--- src/sv/mexp_pkg.sv ---
// Shared types and constants for the modular exponentiation block.
package mexp_pkg;

    localparam int DATA_W = 32;
    localparam logic [DATA_W-1:0] MODULUS_RESET = 32'd2;

    // Operand select for the modular multiplier
    localparam logic [1:0] MSEL_REDUCE = 2'd0;  // 1 * base, reduces the raw base
    localparam logic [1:0] MSEL_SQUARE = 2'd1;  // acc * acc
    localparam logic [1:0] MSEL_BASE   = 2'd2;  // acc * reduced base

    typedef struct packed {
        logic       load;
        logic       clear_acc;
        logic       mul_start;
        logic [1:0] mul_sel;
        logic       mul_step;
        logic       wb_base;
        logic       wb_acc;
        logic       exp_shift;
        logic       out_load;
    } t_dp_cmd;

    typedef struct packed {
        logic n_small;
        logic exp_msb;
        logic mul_last;
        logic exp_last;
    } t_dp_status;

endpackage

--- src/sv/mexp_if.sv ---
// Valid/ready channel interfaces for requests and results.
interface mexp_in_if;
    logic                        valid;
    logic                        ready;
    logic [mexp_pkg::DATA_W-1:0] base_value;
    logic [mexp_pkg::DATA_W-1:0] exponent_value;

    modport source (output valid, output base_value, output exponent_value, input ready);
    modport sink   (input valid, input base_value, input exponent_value, output ready);
endinterface

interface mexp_out_if;
    logic                        valid;
    logic                        ready;
    logic [mexp_pkg::DATA_W-1:0] power_result;

    modport source (output valid, output power_result, input ready);
    modport sink   (input valid, input power_result, output ready);
endinterface

--- src/sv/mexp_dp.sv ---
// Datapath: modulus register, operands, serial modular multiplier, result register.
module mexp_dp #(
    parameter int OPERAND_WIDTH = 32
) (
    input  logic                        i_clk,
    input  logic                        i_rst_n,
    input  logic                        i_cfg_we,
    input  logic [mexp_pkg::DATA_W-1:0] i_cfg_data,
    input  logic [mexp_pkg::DATA_W-1:0] i_base_value,
    input  logic [mexp_pkg::DATA_W-1:0] i_exponent_value,
    input  mexp_pkg::t_dp_cmd           i_cmd,
    output mexp_pkg::t_dp_status        o_status,
    output logic [mexp_pkg::DATA_W-1:0] o_power_result
);

    localparam int W  = OPERAND_WIDTH;
    localparam int CW = $clog2(OPERAND_WIDTH);
    localparam logic [CW-1:0] LAST_BIT = CW'(OPERAND_WIDTH - 1);

    logic [mexp_pkg::DATA_W-1:0] r_modulus;
    logic [W-1:0]  r_base, r_exp, r_acc, r_result;
    logic [W-1:0]  r_ma, r_mb, r_macc;
    logic [CW-1:0] r_bit_cnt, r_exp_cnt;

    logic [W-1:0]  w_n;
    logic          w_n_small;
    logic [W-1:0]  w_sel_a, w_sel_b;
    logic [W+1:0]  w_sum, w_n1, w_n2, w_red;
    logic [W-1:0]  w_mac_next;

    assign w_n       = W'(r_modulus);
    assign w_n_small = (w_n < W'(2));

    // One multiplier bit per cycle: 2*acc + a*bit stays below 3n,
    // so one of three candidates is the reduced value.
    assign w_sum = {1'b0, r_macc, 1'b0} + {2'b00, (r_mb[W-1] ? r_ma : '0)};
    assign w_n1  = {2'b00, w_n};
    assign w_n2  = {1'b0, w_n, 1'b0};

    always_comb begin
        if (w_sum >= w_n2) begin
            w_red = w_sum - w_n2;
        end else if (w_sum >= w_n1) begin
            w_red = w_sum - w_n1;
        end else begin
            w_red = w_sum;
        end
    end
    assign w_mac_next = w_red[W-1:0];

    always_comb begin
        case (i_cmd.mul_sel)
            mexp_pkg::MSEL_REDUCE: begin
                w_sel_a = W'(1);
                w_sel_b = r_base;
            end
            mexp_pkg::MSEL_SQUARE: begin
                w_sel_a = r_acc;
                w_sel_b = r_acc;
            end
            mexp_pkg::MSEL_BASE: begin
                w_sel_a = r_acc;
                w_sel_b = r_base;
            end
            default: begin
                w_sel_a = '0;
                w_sel_b = '0;
            end
        endcase
    end

    always_ff @(posedge i_clk) begin
        if (!i_rst_n) begin
            r_modulus <= mexp_pkg::MODULUS_RESET;
        end else if (i_cfg_we) begin
            r_modulus <= i_cfg_data;
        end
    end

    always_ff @(posedge i_clk) begin
        if (i_cmd.load) begin
            r_base    <= W'(i_base_value);
            r_exp     <= W'(i_exponent_value);
            r_acc     <= W'(1);
            r_exp_cnt <= LAST_BIT;
        end
        if (i_cmd.clear_acc) begin
            r_acc <= '0;
        end
        if (i_cmd.mul_start) begin
            r_ma      <= w_sel_a;
            r_mb      <= w_sel_b;
            r_macc    <= '0;
            r_bit_cnt <= LAST_BIT;
        end
        if (i_cmd.mul_step) begin
            r_macc    <= w_mac_next;
            r_mb      <= r_mb << 1;
            r_bit_cnt <= r_bit_cnt - CW'(1);
        end
        if (i_cmd.wb_base) begin
            r_base <= w_mac_next;
        end
        if (i_cmd.wb_acc) begin
            r_acc <= w_mac_next;
        end
        if (i_cmd.exp_shift) begin
            r_exp     <= r_exp << 1;
            r_exp_cnt <= r_exp_cnt - CW'(1);
        end
        if (i_cmd.out_load) begin
            r_result <= r_acc;
        end
    end

    assign o_status.n_small  = w_n_small;
    assign o_status.exp_msb  = r_exp[W-1];
    assign o_status.mul_last = (r_bit_cnt == '0);
    assign o_status.exp_last = (r_exp_cnt == '0);
    assign o_power_result    = mexp_pkg::DATA_W'(r_result);

    // Multiplier accumulator stays reduced while stepping
    a_macc_reduced: assert property (@(posedge i_clk) disable iff (!i_rst_n)
        i_cmd.mul_step && !w_n_small |=> r_macc < w_n)
        else $error("multiplier accumulator not below modulus");

    // A loaded result is reduced
    a_result_reduced: assert property (@(posedge i_clk) disable iff (!i_rst_n)
        i_cmd.out_load && !w_n_small |=> r_result < $past(w_n))
        else $error("result not below modulus");

    // Modulus below two gives zero
    a_small_mod_zero: assert property (@(posedge i_clk) disable iff (!i_rst_n)
        i_cmd.out_load && w_n_small |=> r_result == '0)
        else $error("nonzero result for modulus below two");

endmodule

--- src/sv/mexp_ctrl.sv ---
// Controller: sequences base reduction, square and multiply steps, and result handoff.
module mexp_ctrl (
    input  logic                 i_clk,
    input  logic                 i_rst_n,
    input  logic                 i_in_valid,
    output logic                 o_in_ready,
    output logic                 o_out_valid,
    input  logic                 i_out_ready,
    input  mexp_pkg::t_dp_status i_status,
    output mexp_pkg::t_dp_cmd    o_cmd
);

    localparam logic [3:0] S_IDLE     = 4'd0;
    localparam logic [3:0] S_CHECK    = 4'd1;
    localparam logic [3:0] S_RED      = 4'd2;
    localparam logic [3:0] S_SQ_START = 4'd3;
    localparam logic [3:0] S_SQ       = 4'd4;
    localparam logic [3:0] S_MB_START = 4'd5;
    localparam logic [3:0] S_MB       = 4'd6;
    localparam logic [3:0] S_NEXT     = 4'd7;
    localparam logic [3:0] S_FINISH   = 4'd8;

    logic [3:0] r_state, n_state;
    logic       r_out_valid, n_out_valid;

    always_comb begin
        n_state     = r_state;
        o_cmd       = '0;
        o_in_ready  = 1'b0;
        n_out_valid = r_out_valid && !i_out_ready;
        case (r_state)
            S_IDLE: begin
                o_in_ready = 1'b1;
                if (i_in_valid) begin
                    o_cmd.load = 1'b1;
                    n_state    = S_CHECK;
                end
            end
            S_CHECK: begin
                if (i_status.n_small) begin
                    o_cmd.clear_acc = 1'b1;
                    n_state         = S_FINISH;
                end else begin
                    o_cmd.mul_start = 1'b1;
                    o_cmd.mul_sel   = mexp_pkg::MSEL_REDUCE;
                    n_state         = S_RED;
                end
            end
            S_RED: begin
                o_cmd.mul_step = 1'b1;
                if (i_status.mul_last) begin
                    o_cmd.wb_base = 1'b1;
                    n_state       = S_SQ_START;
                end
            end
            S_SQ_START: begin
                o_cmd.mul_start = 1'b1;
                o_cmd.mul_sel   = mexp_pkg::MSEL_SQUARE;
                n_state         = S_SQ;
            end
            S_SQ: begin
                o_cmd.mul_step = 1'b1;
                if (i_status.mul_last) begin
                    o_cmd.wb_acc = 1'b1;
                    n_state      = i_status.exp_msb ? S_MB_START : S_NEXT;
                end
            end
            S_MB_START: begin
                o_cmd.mul_start = 1'b1;
                o_cmd.mul_sel   = mexp_pkg::MSEL_BASE;
                n_state         = S_MB;
            end
            S_MB: begin
                o_cmd.mul_step = 1'b1;
                if (i_status.mul_last) begin
                    o_cmd.wb_acc = 1'b1;
                    n_state      = S_NEXT;
                end
            end
            S_NEXT: begin
                o_cmd.exp_shift = 1'b1;
                n_state         = i_status.exp_last ? S_FINISH : S_SQ_START;
            end
            S_FINISH: begin
                if (!r_out_valid || i_out_ready) begin
                    o_cmd.out_load = 1'b1;
                    n_out_valid    = 1'b1;
                    n_state        = S_IDLE;
                end
            end
            default: begin
                n_state = S_IDLE;
            end
        endcase
    end

    always_ff @(posedge i_clk) begin
        if (!i_rst_n) begin
            r_state     <= S_IDLE;
            r_out_valid <= 1'b0;
        end else begin
            r_state     <= n_state;
            r_out_valid <= n_out_valid;
        end
    end

    assign o_out_valid = r_out_valid;

    // Busy right after taking a request
    a_busy_after_accept: assert property (@(posedge i_clk) disable iff (!i_rst_n)
        i_in_valid && o_in_ready |=> !o_in_ready)
        else $error("ready right after request accept");

    // Result register never overwritten while still waiting
    a_no_overwrite: assert property (@(posedge i_clk) disable iff (!i_rst_n)
        o_cmd.out_load |-> !r_out_valid || i_out_ready)
        else $error("pending result overwritten");

endmodule

--- src/sv/modular_exponentiation.sv ---
// Top level: modular exponentiation (square and multiply) with one config register.
// One request is computed at a time; the bit-serial modular multiplier takes one
// multiplier bit per cycle. The next request is accepted once the finished
// result is in the output register.
// Reset (synchronous, active low) sets modulus to 2 and idles the controller.
module modular_exponentiation #(
    parameter int OPERAND_WIDTH = 32
) (
    input  logic                        i_clk,
    input  logic                        i_rst_n,
    input  logic                        i_cfg_we,
    input  logic [mexp_pkg::DATA_W-1:0] i_cfg_data,
    mexp_in_if.sink                     i_in,
    mexp_out_if.source                  o_out
);

    mexp_pkg::t_dp_cmd    w_cmd;
    mexp_pkg::t_dp_status w_status;

    // Controller: request handshake, step sequencing, result valid flag.
    // A finished result parks in the output register so the next request
    // can be accepted while the result waits downstream.
    mexp_ctrl u_ctrl (
        .i_clk       (i_clk),
        .i_rst_n     (i_rst_n),
        .i_in_valid  (i_in.valid),
        .o_in_ready  (i_in.ready),
        .o_out_valid (o_out.valid),
        .i_out_ready (o_out.ready),
        .i_status    (w_status),
        .o_cmd       (w_cmd)
    );

    // Datapath: base reduced first (Horner pass of 1 * base), then per
    // exponent bit a square and, on a one bit, a multiply by the base.
    mexp_dp #(
        .OPERAND_WIDTH (OPERAND_WIDTH)
    ) u_dp (
        .i_clk            (i_clk),
        .i_rst_n          (i_rst_n),
        .i_cfg_we         (i_cfg_we),
        .i_cfg_data       (i_cfg_data),
        .i_base_value     (i_in.base_value),
        .i_exponent_value (i_in.exponent_value),
        .i_cmd            (w_cmd),
        .o_status         (w_status),
        .o_power_result   (o_out.power_result)
    );

endmodule
--- src/flat_wrapper.sv ---
// flat-port wrapper written by rule: the top's interface ports become plain ports
module modular_exponentiation_flat 
#(
    parameter int OPERAND_WIDTH = 32
)
  (i_clk, i_rst_n, i_cfg_we, i_cfg_data, i_in_valid, i_in_base_value, i_in_exponent_value, i_in_ready, o_out_valid, o_out_power_result, o_out_ready);
  mexp_in_if i_in_i ();
  mexp_out_if o_out_i ();
  input  logic i_clk;
  input  logic i_rst_n;
  input  logic i_cfg_we;
  input  logic [mexp_pkg::DATA_W-1:0] i_cfg_data;
  input wire logic [$bits(i_in_i.valid)-1:0] i_in_valid;
  input wire logic [$bits(i_in_i.base_value)-1:0] i_in_base_value;
  input wire logic [$bits(i_in_i.exponent_value)-1:0] i_in_exponent_value;
  output wire logic [$bits(i_in_i.ready)-1:0] i_in_ready;
  output wire logic [$bits(o_out_i.valid)-1:0] o_out_valid;
  output wire logic [$bits(o_out_i.power_result)-1:0] o_out_power_result;
  input wire logic [$bits(o_out_i.ready)-1:0] o_out_ready;
  assign i_in_i.valid = i_in_valid;
  assign i_in_i.base_value = i_in_base_value;
  assign i_in_i.exponent_value = i_in_exponent_value;
  assign i_in_ready = i_in_i.ready;
  assign o_out_valid = o_out_i.valid;
  assign o_out_power_result = o_out_i.power_result;
  assign o_out_i.ready = o_out_ready;
  modular_exponentiation #(.OPERAND_WIDTH(OPERAND_WIDTH)) u_core (.i_clk(i_clk), .i_rst_n(i_rst_n), .i_cfg_we(i_cfg_we), .i_cfg_data(i_cfg_data), .i_in(i_in_i), .o_out(o_out_i));
endmodule
--- config.mk ---
export PLATFORM = sky130hd
export DESIGN_NAME = modular_exponentiation_flat
export DESIGN_NICKNAME = d
export VERILOG_FILES = /design/src/sv/mexp_pkg.sv /design/src/sv/mexp_if.sv /design/src/sv/mexp_dp.sv /design/src/sv/mexp_ctrl.sv /design/src/sv/modular_exponentiation.sv /design/src/flat_wrapper.sv
export SDC_FILE = /design/constraint.sdc
export NUM_CORES = 1
export LEC_CHECK = 0
export BUFFER_PORTS_ARGS = -buffer_cell sky130_fd_sc_hd__buf_2
export CORE_ASPECT_RATIO = 1.4
export CORE_MARGIN = 5
export CORE_UTILIZATION = 35
export CTS_CLUSTER_SIZE = 8
export DETAILED_ROUTE_END_ITERATION = 6
export PLACE_DENSITY_LB_ADDON = 0.05
export SETUP_SLACK_MARGIN = 0.4
export SYNTH_ARGS = -nofsm -noshare
export SYNTH_HDL_FRONTEND = slang
export SYNTH_SLANG_ARGS = --single-unit
--- constraint.sdc ---
create_clock -name i_clk -period 5.7 [get_ports i_clk]
set_input_delay 0.57 -clock i_clk [delete_from_list [all_inputs] [get_ports i_clk]]
set_output_delay 0.57 -clock i_clk [all_outputs]
set_load 0.05 [all_outputs]
---- Word-level counts from Yosys, hierarchy flattened ----
Cells that the tools add are included.
storage, ports and cells
  bits of input ports ..................... 101
  register bits after elaboration ......... 271
  output and inout port bits .............. 34
operators by class
  reductions and logical operators ........ 17
  magnitude comparators ................... 3
  muxes and demuxes ....................... 45
  eq/ne operators ......................... 15
  $add $sub $neg .......................... 5
operators with widths
  kind                                                  number
  2-to-1 mux 32 bit                                     14
  one-hot mux 32 bit (2 select lines)                   2
  subtractor 32 bit                                     2
  one-hot mux 4 bit (9 select lines)                    1
  adder 33 x 32 -> 34 bit                               1
  greater-or-equal comparator 34 x 32 -> 1 bit          1
  greater-or-equal comparator 34 x 33 -> 1 bit          1
  < comparator 32 x 2 -> 1 bit (second input constant)  1
  2-to-1 mux 4 bit                                      7
  2-to-1 mux 5 bit                                      4
  == test 4 x 3 -> 1 bit (second input constant)        4
  2-to-1 mux 1 bit                                      14
  logical NOT 5 bit                                     2
  inequality test 2 bit (second input constant)         5
  subtractor 5 x 1 -> 5 bit (second input constant)     2
  one-hot mux 3 bit (3 select lines)                    1
  == test 4 x 2 -> 1 bit (second input constant)        2
  nonzero test 2 bit                                    3
  OR reduction 2 bit                                    3
  AND reduction 5 bit                                   1
  == test 4 x 1 -> 1 bit (second input constant)        1
  == test 4 bit (second input constant)                 1
  logical NOT 4 bit                                     1
  2-to-1 mux 3 bit                                      1
  9 further kinds                                       10

---- Longest topological paths before layout ----
  depth after elaboration ................. 8
  depth in mapped cells ................... 26

---- Cells and area by module ----
Synthesis repeated with hierarchy kept, for this count alone.
second synthesis, totals
  cell total of the unflattened synthesis .. 1682
  area, all modules ....................... 16991.3 sq um
modules (own cells, without submodules)
  module     cells each  area each (sq um)  instances  sequential area each (sq um)
  mexp_dp    1633        16597.2            1          7647.3
  mexp_ctrl  49          394.1              1          100.1

---- Worst setup path after synthesis ----
Ideal clock, no wire load.
  path kind ............................... reg2reg
  start point ............................. register u_core.u_ctrl.r_state[0]
  end point ............................... register u_core.u_dp.r_bit_cnt[0], enable pin
  required time ........................... 5263 ps
  slack ................................... 187 ps
  cell stages (with the launch flop) ...... 6
  library setup time ...................... 437 ps
  arrival time ............................ 5076 ps
  cells stage by stage .................... dfxtp_1 > clkbuf_1 > nor2b_1 > nand2_1 > o21ai_0 > nand2b_1
RTL lines
  item                    RTL line          text
  from (decl)             mexp_ctrl.sv:23   logic [3:0] r_state, n_state;
  from (signal assigned)  mexp_ctrl.sv:102  r_state <= n_state;
  to (signal assigned)    mexp_dp.sv:99     r_bit_cnt <= r_bit_cnt - CW'(1);
  to (decl)               mexp_dp.sv:23     logic [CW-1:0] r_bit_cnt, r_exp_cnt;

---- Worst setup path after layout ----
  start point ............................. register u_core.u_dp.r_mb[31]
  end point ............................... register u_core.u_dp.r_base[6], data pin
on the way
  word-level cells in the longest chain between the ends .. 6
  elaborated cells between the ends (all ways) .. 9
ends and longest elaborated chain
  item                                                                               RTL line                      text
  from (decl)                                                                        mexp_dp.sv:22                 logic [W-1:0] r_ma, r_mb, r_macc;
  from (signal assigned)                                                             mexp_dp.sv:92                 r_mb <= w_sel_b;
  from (signal assigned)                                                             mexp_dp.sv:98                 r_mb <= r_mb << 1;
  2-to-1 mux 32 bit (*)                                                              mexp_dp.sv:36                 assign w_sum = {1'b0, r_macc, 1'b0} + {2'b00, (r_mb[W-1] ? r_ma : '0)};
  adder 33 x 32 -> 34 bit (*)                                                        mexp_dp.sv:36
  subtractor 32 bit or greater-or-equal comparator 34 x 32 -> 1 bit (tied branches)  mexp_dp.sv:44, mexp_dp.sv:43
  2-to-1 mux 32 bit                                                                  mexp_dp.sv:43                 end else if (w_sum >= w_n1) begin
  2-to-1 mux 32 bit (*)                                                              mexp_dp.sv:41                 if (w_sum >= w_n2) begin
  2-to-1 mux 32 bit (*)                                                              mexp_dp.sv:101                if (i_cmd.wb_base) begin
  to (signal assigned)                                                               mexp_dp.sv:82                 r_base <= W'(i_base_value);
  to (signal assigned)                                                               mexp_dp.sv:102                r_base <= w_mac_next;
  to (decl)                                                                          mexp_dp.sv:21                 logic [W-1:0] r_base, r_exp, r_acc, r_result;
Mark *: on every way between the ends. The rest lies on a longest branch, timed or not.
A chain may end at the register's enable or synchronous reset.

==> run metrics <==
measured slew at the worst slew-check pin roughly 1100 ps; Clk Latency, worst-skew pair 550 ps; Synth top cells by count edfxtp_1 (232), nand2_1 (150), nor2_1 (139); Cell Rows 95; routed vias/inst roughly 5.1; Data arrival, critical path 5770 ps; outcome completed; GR Overflow Total 0; R2R Path Start u_core.u_dp.r_mb[31]; multi-input combinational cell area just under 0.01 mm2; FMAX 0.182 GHz; Crit. Startpoint u_core.u_dp.r_mb[31]; Nets 2224; Crit path largest cell delay about 430 ps; RSZ-0062 raised after global routing true; ANT cells 0; via count between 10000 and 15000; final worst setup slack approximately 210 ps; hold path start i_cfg_data[1]; Routed WL roughly 54000 um; Slew Limit Fails 0; min Tclk post-route about 5500 ps; Final period util 0.963; Synth area leaders edfxtp_1 (41%), ha_1 (7.5%), dfxtp_1 (4.6%); Post-synth top flop edfxtp_1; fraction of layout instances using a drive strength above 1 0.305; # IOs about 140; Post-DP HPWL a little under 40000 um; DRC Markers 0; Max Cap Viol 0; Initial Utilization 0.353; clock slew at reported path FFs around 60 ps; Worst path slowest cell edfxtp_1; Mapped Nets about 1900; Hold Path Class primary input to register; Worst EP required between 5000 and 6000 ps; most common cell in the synthesized netlist edfxtp_1; kind of critical path register to register; largest net degree at the start of global routing 70; fill count 4607; initial antenna violation count 0; number of synthesized flops with an enable pin between 200 and 250; Yosys top cell by area edfxtp_1; H-tree lvl count 2; Post-Synthesis Cell Area 0.0169 mm2; yosys warns 0; # setup viols final 0; Area growth syn-to-layout 32.6%; post-synthesis sequential area ratio 0.459; first-pass GRT wire length 81500 um; 1st-pass router iterations 4; CTS tree built; asr flop ratio synth 0; register area between 0.007 and 0.008 mm2; gr usage total 0.194; worst-path fanout max 9; Inserted Clock Buffers 40; total die area 0.0528 mm2; DIE WIDTH around 200 um; Die Y approximately 270 um; initial DRC count between 700 and 800; CTS max path bufs 3; DRT antenna net count 0; #FFs+latches synth between 200 and 300; Hold Buf Count CTS 0; clock skew approximately 23 ps; Post-Syn Area per Cell roughly 10 um2; startpoint types register; Synth Instances 1691; Crit. End Element register; Core Region 0.0479 mm2; RD Place Congestion 0.943; vias in the first global route 14000; Hold Fails Final Rpt 0; Root Buffer Master clkbuf_16; post-DR wirelength/cell about 20 um; pre-CTS setup slack -318 ps; CTS sink cnt about 270; Rel. slew slack 0.233; Yosys top cell area share 0.413; synth unique cells 75; IO Port Bufs between 100 and 150
-- layout by cell type (no fill, tap or decap), types with 9 or more instances in the layout --
master     netlist  routed
xnor2_1         57      45
mux2_4           1      17
mux2_2          25       9
xnor2_2          0      11
a22oi_1         32      32
clkbuf_16        0      41
nor2b_1         76      74
ha_4             0      23
nand2b_1        17      12
ha_1           101      75
buf_2            3     134
mux2i_1         50      45
nand3_1         25      24
nand2_1        150     144
a21oi_2          1      33
nor2_1         139     129
nand4_1         18      18
buf_6            2      12
o21ai_2          1      10
a21o_1          35      35
and2_1          56      51
edfxtp_1       232     232
o21bai_1        13      12
inv_1           74      71
o21ai_1          4      15
a21oi_1        123      83
a21oi_4          1       9
nor3_1          23      18
buf_4            3     206
xor2_1          26      21
o21a_1          15      15
a22o_1          32      32
clkbuf_1        64      21
o211ai_1        14      14
o21ai_0         97      75
dfxtp_1         39      39
-- path summary, 6_finish.rpt --
path	endpoint	slack, ps	depth (start not counted)
min	u_core.u_dp.r_modulus[1]	270	3
max reg2reg	u_core.u_dp.r_base[6]	210	25
min reg2reg	u_core.u_dp.r_exp[0]	470	2
max	u_core.u_dp.r_base[6]	210	25
-- cells by family (layout without fill, tap and decap cells) --
kind of cell             after synthesis  count (layout)  synth area share
AND/OR/NAND/NOR                      559             559             0.164
XOR/XNOR                              83              83            0.0430
flip-flops                           271             271             0.459
adder cells (fa/ha/maj)              104             104            0.0784
multiplexers                          76              76            0.0472
AO/OA/AOI/OAI                        445             445             0.172
buffers and inverters                153             505            0.0365
-- layer usage --
layer	track usage	wire length, um	up-vias
li1	-	-	6839
met1	0.265	24700	6616
met2	0.327	26000	246
met3	0.0212	1600	61
met4	0.0540	1280	0
met5	0	0	-
-- critical path, delay by kind of cell, from the launching register on --
family	cells	cell delay, ps
compound gates	12	2400
xor+xnor	1	290
fa+ha+maj	3	730
buf+inv	5	560
flops	1	430
mux	2	470
simple gates	2	340
-- sequential cells by signal (all words and copies together), names as in the netlist --
signal,cells
u_core.u_dp.o_power_result,32
u_core.u_dp.r_acc,32
u_core.u_dp.r_base,32
u_core.u_dp.r_exp,32
u_core.u_dp.r_ma,32
u_core.u_dp.r_macc,32
u_core.u_dp.r_mb,32
u_core.u_dp.r_modulus,32
u_core.u_dp.r_bit_cnt,5
u_core.u_dp.r_exp_cnt,5
u_core.u_ctrl.r_state,4
u_core.u_ctrl.o_out_valid,1
-- final cells by class --
cell class,instances,share of cell area
multi-input cells,1267,0.437
flip-flops and latches,271,0.346
repair buffers,365,0.118
clock buffers,62,0.0489
well taps,630,0.0352
inverters,74,0.0124
clock inverters,4,0.00240
-- stage by stage --
stage / area, um2 / std cells / TNS [ps] / utilization / hold WS, ps
global placement: 19500 / 2560 / -16090 / 0.407 / 455
finish: 22400 / 2673 / 0 / 0.467 / 265
detailed placement: 19500 / 2560 / -17050 / 0.407 / 455
floorplan: 16900 / 1691 / 0 / - / 437
CTS: 21500 / 2650 / 0 / 0.449 / 237
global route: 22400 / 2673 / 0 / 0.467 / 273
-- what timing repair did --
item,CTS,global route
setup endpoints to repair,96,96
setup buffers,21,21
resized for setup,128,125
cloned,3,2
pin swaps,38,59
Power is left out: the tool's default activity adds up to more than one toggle a clock period on the data nets, which glitch-free logic cannot reach.
